### config.mk
export PLATFORM = sky130hd
export DESIGN_NAME = rtc_front
export DESIGN_NICKNAME = d
export VERILOG_FILES = /design/src/rtl/rtc_pkg.sv /design/src/rtl/rtc_front.sv
export SDC_FILE = /design/constraint.sdc
export NUM_CORES = 2
export LEC_CHECK = 0
export ABC_AREA = 0
export BUFFER_PORTS_ARGS = -buffer_cell sky130_fd_sc_hd__clkbuf_2
export CELL_PAD_IN_SITES_DETAIL_PLACEMENT = 0
export CELL_PAD_IN_SITES_GLOBAL_PLACEMENT = 1
export CORE_UTILIZATION = 25
export DETAILED_ROUTE_END_ITERATION = 8
export GPL_TIMING_DRIVEN = 0
export PLACE_DENSITY = 0.52
export SLEW_MARGIN = 30
export SYNTH_ARGS = -nofsm -noshare
export SYNTH_HDL_FRONTEND = slang
export SYNTH_SLANG_ARGS = --single-unit
### constraint.sdc
create_clock -name clk -period 23.1 [get_ports clk]
set_input_delay 4.62 -clock clk [delete_from_list [all_inputs] [get_ports clk]]
set_output_delay 4.62 -clock clk [all_outputs]
set_load 0.005 [all_outputs]
### src/rtl/rtc_pkg.sv
// Package for the ray/triangle closest-hit block: constants, codes and the result type.
package rtc_pkg;

  localparam int DEF_TRI_BITS   = 16;
  localparam int DEF_COORD_BITS = 24;
  localparam int DIR_BITS       = 16;
  localparam int DIR_FRAC       = 14;
  localparam int DIST_BITS      = 32;
  localparam int TRI_PORT_BITS  = 16;
  localparam int CFG_DATA_BITS  = 32;
  localparam int CFG_IDX_BITS   = 3;

  localparam logic [DIST_BITS-1:0] DIST_MAX = '1;

  typedef enum logic [CFG_IDX_BITS-1:0] {
    REG_ORIGIN_X  = 3'd0,
    REG_ORIGIN_Y  = 3'd1,
    REG_ORIGIN_Z  = 3'd2,
    REG_DIR_X     = 3'd3,
    REG_DIR_Y     = 3'd4,
    REG_DIR_Z     = 3'd5,
    REG_START     = 3'd6
  } cfg_idx_t;

  typedef struct packed {
    logic                     taken;
    logic [DIST_BITS-1:0]     distance;
    logic [TRI_PORT_BITS-1:0] tri_num;
    logic                     any_hit;
  } res_t;

endpackage

### src/rtl/rtc_front.sv
// Front end: takes triangle words, forms origin-relative vertices and edges, queues them.
module rtc_front #(
  parameter int TRIANGLE_INDEX_BITS = rtc_pkg::DEF_TRI_BITS,
  parameter int COORD_BITS          = rtc_pkg::DEF_COORD_BITS
) (
  input  logic                          clk,
  input  logic                          rst_n,
  input  logic                          in_valid,
  output logic                          in_stall,
  input  logic signed [COORD_BITS-1:0]  va [3],
  input  logic signed [COORD_BITS-1:0]  vb [3],
  input  logic signed [COORD_BITS-1:0]  vc [3],
  input  logic [rtc_pkg::TRI_PORT_BITS-1:0] tri_in,
  input  logic                          new_ray_in,
  input  logic signed [COORD_BITS-1:0]  origin [3],
  output logic                          q_valid,
  input  logic                          q_pop,
  output logic signed [COORD_BITS:0]    q_a [3],
  output logic signed [COORD_BITS:0]    q_b [3],
  output logic signed [COORD_BITS:0]    q_c [3],
  output logic signed [COORD_BITS:0]    q_ca [3],
  output logic signed [COORD_BITS:0]    q_ba [3],
  output logic [TRIANGLE_INDEX_BITS-1:0] q_tri,
  output logic                          q_new_ray
);
  import rtc_pkg::*;

  localparam int DW = COORD_BITS + 1;

  logic signed [DW-1:0] m_a [2][3];
  logic signed [DW-1:0] m_b [2][3];
  logic signed [DW-1:0] m_c [2][3];
  logic signed [DW-1:0] m_ca [2][3];
  logic signed [DW-1:0] m_ba [2][3];
  logic [TRIANGLE_INDEX_BITS-1:0] m_tri [2];
  logic m_new [2];

  logic       wr_ptr_r, rd_ptr_r;
  logic [1:0] count_r;
  logic       push;

  assign in_stall = (count_r == 2'd2);
  assign push     = in_valid && !in_stall;
  assign q_valid  = (count_r != 2'd0);

  always_ff @(posedge clk) begin
    if (push) begin
      for (int k = 0; k < 3; k++) begin
        m_a[wr_ptr_r][k]  <= DW'(va[k]) - DW'(origin[k]);
        m_b[wr_ptr_r][k]  <= DW'(vb[k]) - DW'(origin[k]);
        m_c[wr_ptr_r][k]  <= DW'(vc[k]) - DW'(origin[k]);
        m_ca[wr_ptr_r][k] <= DW'(vc[k]) - DW'(va[k]);
        m_ba[wr_ptr_r][k] <= DW'(vb[k]) - DW'(va[k]);
      end
      m_tri[wr_ptr_r] <= TRIANGLE_INDEX_BITS'(tri_in);
      m_new[wr_ptr_r] <= new_ray_in;
    end
  end

  always_ff @(posedge clk) begin
    if (!rst_n) begin
      wr_ptr_r <= 1'b0;
      rd_ptr_r <= 1'b0;
      count_r  <= 2'd0;
    end else begin
      if (push) wr_ptr_r <= !wr_ptr_r;
      if (q_pop) rd_ptr_r <= !rd_ptr_r;
      count_r <= count_r + 2'(push) - 2'(q_pop);
    end
  end

  always_comb begin
    for (int k = 0; k < 3; k++) begin
      q_a[k]  = m_a[rd_ptr_r][k];
      q_b[k]  = m_b[rd_ptr_r][k];
      q_c[k]  = m_c[rd_ptr_r][k];
      q_ca[k] = m_ca[rd_ptr_r][k];
      q_ba[k] = m_ba[rd_ptr_r][k];
    end
  end

  assign q_tri     = m_tri[rd_ptr_r];
  assign q_new_ray = m_new[rd_ptr_r];

endmodule

---- Word level (Yosys, flattened, before mapping) ----
Memory sizes are Yosys's and may differ from the RTL's. A register that Yosys moved wholly into a read port is not among the register bits.
Cells that the tools add are included.
Widths: inputs -> output; s select.
word-level totals
  register bits after elaboration ......... 4
  bits in latches ......................... 0
  bits in writable memories ............... 784
  ROM bits ................................ 0
  input bits .............................. 309
  output and inout bits ................... 394
  logic and storage cells ................. 49
  memories kept ........................... 7
memory list
  memory       words  bits a word  rd ports  clocked after Yosys merged registers in  wr ports  RTL line         RTL
  m_a          2      75           1         1                                        1         rtc_front.sv:30  logic signed [DW-1:0] m_a [2][3];
  m_b          2      75           1         1                                        1         rtc_front.sv:31  logic signed [DW-1:0] m_b [2][3];
  m_ba         2      75           1         1                                        1         rtc_front.sv:34  logic signed [DW-1:0] m_ba [2][3];
  m_c          2      75           1         1                                        1         rtc_front.sv:32  logic signed [DW-1:0] m_c [2][3];
  m_ca         2      75           1         1                                        1         rtc_front.sv:33  logic signed [DW-1:0] m_ca [2][3];
  m_tri        2      16           1         1                                        1         rtc_front.sv:35  logic [TRIANGLE_INDEX_BITS-1:0] m_tri [2];
  +1 memories  -      -            -         -                                        -         -
cells by class
  add/subtract/negate cells ............... 17
  multiply operators ...................... 0
  divide/modulo/power cells ............... 0
  order comparisons ....................... 0
  equality and inequality tests ........... 1
  shifts and indexed selects .............. 0
  mux-type cells .......................... 16
  bitwise gates (word level) .............. 0
  reduce and logical (&&, ||, !) cells .... 5
operators by type and width
  cell                number
  $sub 24x24->25      15
  $mux 1              16
  $logic_not 1->1     3
  $add 2x1->2         1
  $eq 2x2->1 const B  1
  $reduce_bool 2->1   1
  $sub 2x1->2         1
  $logic_and 1x1->1   1

---- Depth between registers and ports, before layout ----
  word-level depth ........................ 5
  depth in mapped cells ................... 12
  mapped depth without buffers ............ 12

---- Least setup slack after synthesis ----
Ideal clock, no wire load.
  kind .................................... in2reg
  from .................................... input in_valid
  to ...................................... register wr_ptr_r
  library setup time ...................... 0.135 ns
  arrival ................................. 22.089 ns
  required time ........................... 22.965 ns
  setup slack ............................. 0.876 ns
  stages on the path ...................... 3
  path buffers ............................ 0
  cells stage by stage .................... nand2_1 nor2_1 o21a_1
on the way
  word-level cells in the longest chain between the ends .. 1
ends and longest elaborated chain
  item                    RTL line         RTL
  start: declaration      rtc_front.sv:8   input logic in_valid,
  $logic_and 1x1->1       rtc_front.sv:43  assign push = in_valid && !in_stall;
  end signal: assignment  rtc_front.sv:66  if (push) wr_ptr_r <= !wr_ptr_r;
  end: declaration        rtc_front.sv:38  logic wr_ptr_r, rd_ptr_r;
No other way between the ends.
A chain may end at the register's enable or synchronous reset.

---- Worst setup path in the final report ----
  from .................................... input origin[49] in the netlist's numbering
  to ...................................... memory m_a[0][73] in the netlist's numbering (data pin)
on the way
  word-level cells in the longest chain between the ends .. 1
ends and longest elaborated chain
  item                RTL line         RTL
  start: declaration  rtc_front.sv:15  input logic signed [COORD_BITS-1:0] origin [3],
  $sub 24x24->25      rtc_front.sv:49  m_a[wr_ptr_r][k] <= DW'(va[k]) - DW'(origin[k]);
  end: declaration    rtc_front.sv:30
No other way between the ends.

==> run_results.csv <==
group,metric,value,unit
run_status,status,"finished, final reports clean",
final_layout,seq_area,23600,um^2
final_layout,nNetsFinal,5334,
floorplan,io_pins,703,
synthesis,ys_warn_count,0,
route,drtIter0Drc,1819,
route,route.detailed.drc,0,
grt,grt_remaining_overflow,0,
clock_tree,cts_hold_repair.buffers,0,
critical_path,crit_chain,"clkbuf_2 > inv_1 > ha_1 > nor2b_1 > o211ai_1 > a31oi_1 > o21ai_0 > o21ai_0 > o41ai_1 > a21oi_1 > o22ai_1",
clock_tree,clkTransAtPathRegs,60,ps
route,vias_per_cell,4.57,
placed_design,place_congestion,0.813,
critical_path,reg2reg_from,"count_r[0]",
final_layout,final_cells,7194,
job,maxCapViolCount,0,
timing,skew,19.1,ps
critical_path,slowest_delay,870,ps
final_layout,post-route-util,31.2,%
critical_path,cp_slowest_cell,"o41ai_1",
placed_design,numPortBuffers,702,
synthesis,synth_edf_count,784,
synthesis,netlist_area,46000,um^2
timing,rsz0062_at_grt,"false",
synthesis,netlist.area_leader.share,51.2,%
synthesis,synth_commonest_cells,"edfxtp_1 (784), mux2_2 (392), ha_1 (362)",
clock_tree,cts_tree,"done",
critical_path,path_buf_inv,2,
synthesis,syn_nets,4489,
synthesis,yosysMostFrequentCell,"edfxtp_1",
hold_path,worstHoldStart,"rd_ptr_r",
timing,fmax,129,MHz
timing,post-route-period-util,33.5,%
timing,relSlewSlack,33.0,%
synthesis,seq_area_frac_synth,51.4,%
critical_path,crit_path_frequent_cell,"o21ai_0",
critical_path,cp.required,23600,ps
synthesis,synth_cell_type_count,71,
grt,grt_use_total,16.5,%
route,wl_per_cell,21.8,um
synthesis,synth_ff_type,"edfxtp_1",
route,dr.pass1.iters,7,
floorplan,initial_core_util,25.2,%
floorplan,dieArea,186000,um^2
route,drt-total-wl,157000,um
clock_tree,cts_resized,0,
grt,grt_pass1_vias,33200,
clock_tree,clock_latency,730,ps
final_layout,multi_input_area,21200,um^2
timing,worstMarginPinSlew,996,ps
timing,hold_viol,0,
synthesis,syn_avg_cell_area,12.1,um^2
floorplan,die_w,431,um
critical_path,critical_path.top_delay_family,"compound AO/OA/AOI/OAI gates",
final_layout,synthToLayoutAreaGrowth,24.0,%
floorplan,num_rows,157,
grt,antenna_found_initial,22,
power_and_ir_drop,ir_worst_vdd,59.6,uV
clock_tree,cts_sinks,789,
placed_design,dp_cells,7010,
critical_path,critical_path_arrival,8250,ps
clock_tree,cts-htree-levels,3,
clock_tree,numCtsBuffers,100,
grt,grt_max_degree,40,
hold_path,hold_path_class,"reg2reg",
critical_path,critPathKind,"in2reg",
timing,period_needed,7750,ps
timing,layout_setup_ws,15350,ps
critical_path,end_kind,"register",
clock_tree,postCtsSetupBuffers,0,
placed_design,post-place-ws,14390,ps
clock_tree,cts_root_buf,"clkbuf_16",
synthesis,synth-seq-cells,789,
grt,grt_pass1_wl,225000,um
timing,setup_viol_count_final,0,
floorplan,core,183000,um^2
critical_path,critPathLaunch,"origin[49]",
final_layout,fillers,18800,
synthesis,async_reset_ff_share,0,%
synthesis,post_synth_main_area_contributors,"edfxtp_1 (51%), ha_1 (9.8%), mux2_2 (9.6%), xnor2_1 (3.7%), a21oi_1 (2.9%)",
timing,drv_slew,0,
critical_path,worstPathMaxFanout,4,
power_and_ir_drop,p_leak,23.1,nW
route,ant_nets,0,
clock_tree,clockBufferDepth,3,
critical_path,start_kind,"input port",
final_layout,drive_gt1_share,27.8,%
route,num_vias,32900,
floorplan,die_h,431,um
timing,whs,582,ps
synthesis,synth_top_area_cell,"edfxtp_1",
synthesis,syn_inst,3803,
power_and_ir_drop,powerDensity,85.7,nW/um^2
placed_design,place_hpwl,128000,um
-- registers in the layout (all words and copies together), names as in the netlist, named ones only --
name      count
wr_ptr_r      1
rd_ptr_r      1
m_tri        32
m_c         150
m_b         150
m_new         2
count_r       2
m_a         150
m_ba        150
m_ca        150
-- cells in the final DEF (no fill, tap or decap), types with 84 or more instances in the layout --
cell type  Yosys  layout
xor2_1        84      84
clkbuf_2       0     706
inv_1        259     259
o21ai_0      168     168
mux2_2       392     392
a21o_1       142     142
edfxtp_1     784     784
clkbuf_1      74      89
a21oi_1      265     265
nor2_1       203     202
xnor2_1      194     194
nand2_1      149     149
ha_1         362     362
clkbuf_16      0     103
-- stage by stage --
stage	cell area (um^2)	TNS [ps]	total power, mW
2_1_floorplan	46000	0	2.81
3_3_place_gp	52600	-5178440	3.48
3_5_place_dp	53700	0	3.34
4_1_cts	57000	0	4.99
5_1_grt	57100	0	5.15
6_report	57100	0	4.89
-- power breakdown --
| part | internal [mW] | switching, mW | total [mW] |
|---|---|---|---|
| combinational | 0.554 | 0.774 | 1.33 |
| clock | 0.987 | 0.629 | 1.62 |
| sequential | 1.90 | 0.0412 | 1.95 |
-- worst paths after layout --
kind / to / slack, ps / cells past startpoint
worst max register to register: m_b[1][28] / 20700 / 6
worst min register to register: rd_ptr_r / 580 / 2
worst max-delay path: m_a[0][73] / 15350 / 11
worst min-delay path: rd_ptr_r / 580 / 2
-- logic make-up after synthesis --
group	Yosys count	share of synthesized area, %
flops	789	51.4
xor+xnor	278	5.29
simple gates	736	7.91
fa+ha+maj	377	10.5
compound gates	895	12.5
buf+inv	333	2.72
mux	395	9.66
-- final cells by class --
type	count	area share, %
buffer	74	0.509
clock buffer	124	4.66
tap	2464	5.40
multi-input combinational	2681	37.1
timing repair buffer	743	7.99
sequential	789	41.4
antenna	7	0.0307
inverter	259	1.70
clock inverter	53	1.18
-- metal layers --
metal	global-route usage, %	up-vias	wire length, um
met5	0	-	143
met4	4.51	22	3810
met3	4.05	191	8530
met2	30.3	708	81800
met1	18.8	16000	62700
li1	-	16000	-
-- worst reg2reg max path, stage by stage (launching register included) --
cell      delay [ps]
dfxtp_1          340
nand2b_1         150
and3_4           480
buf_12           270
buf_12           230
buf_16           290
buf_16           270
(Power assumes the default switching activity.)
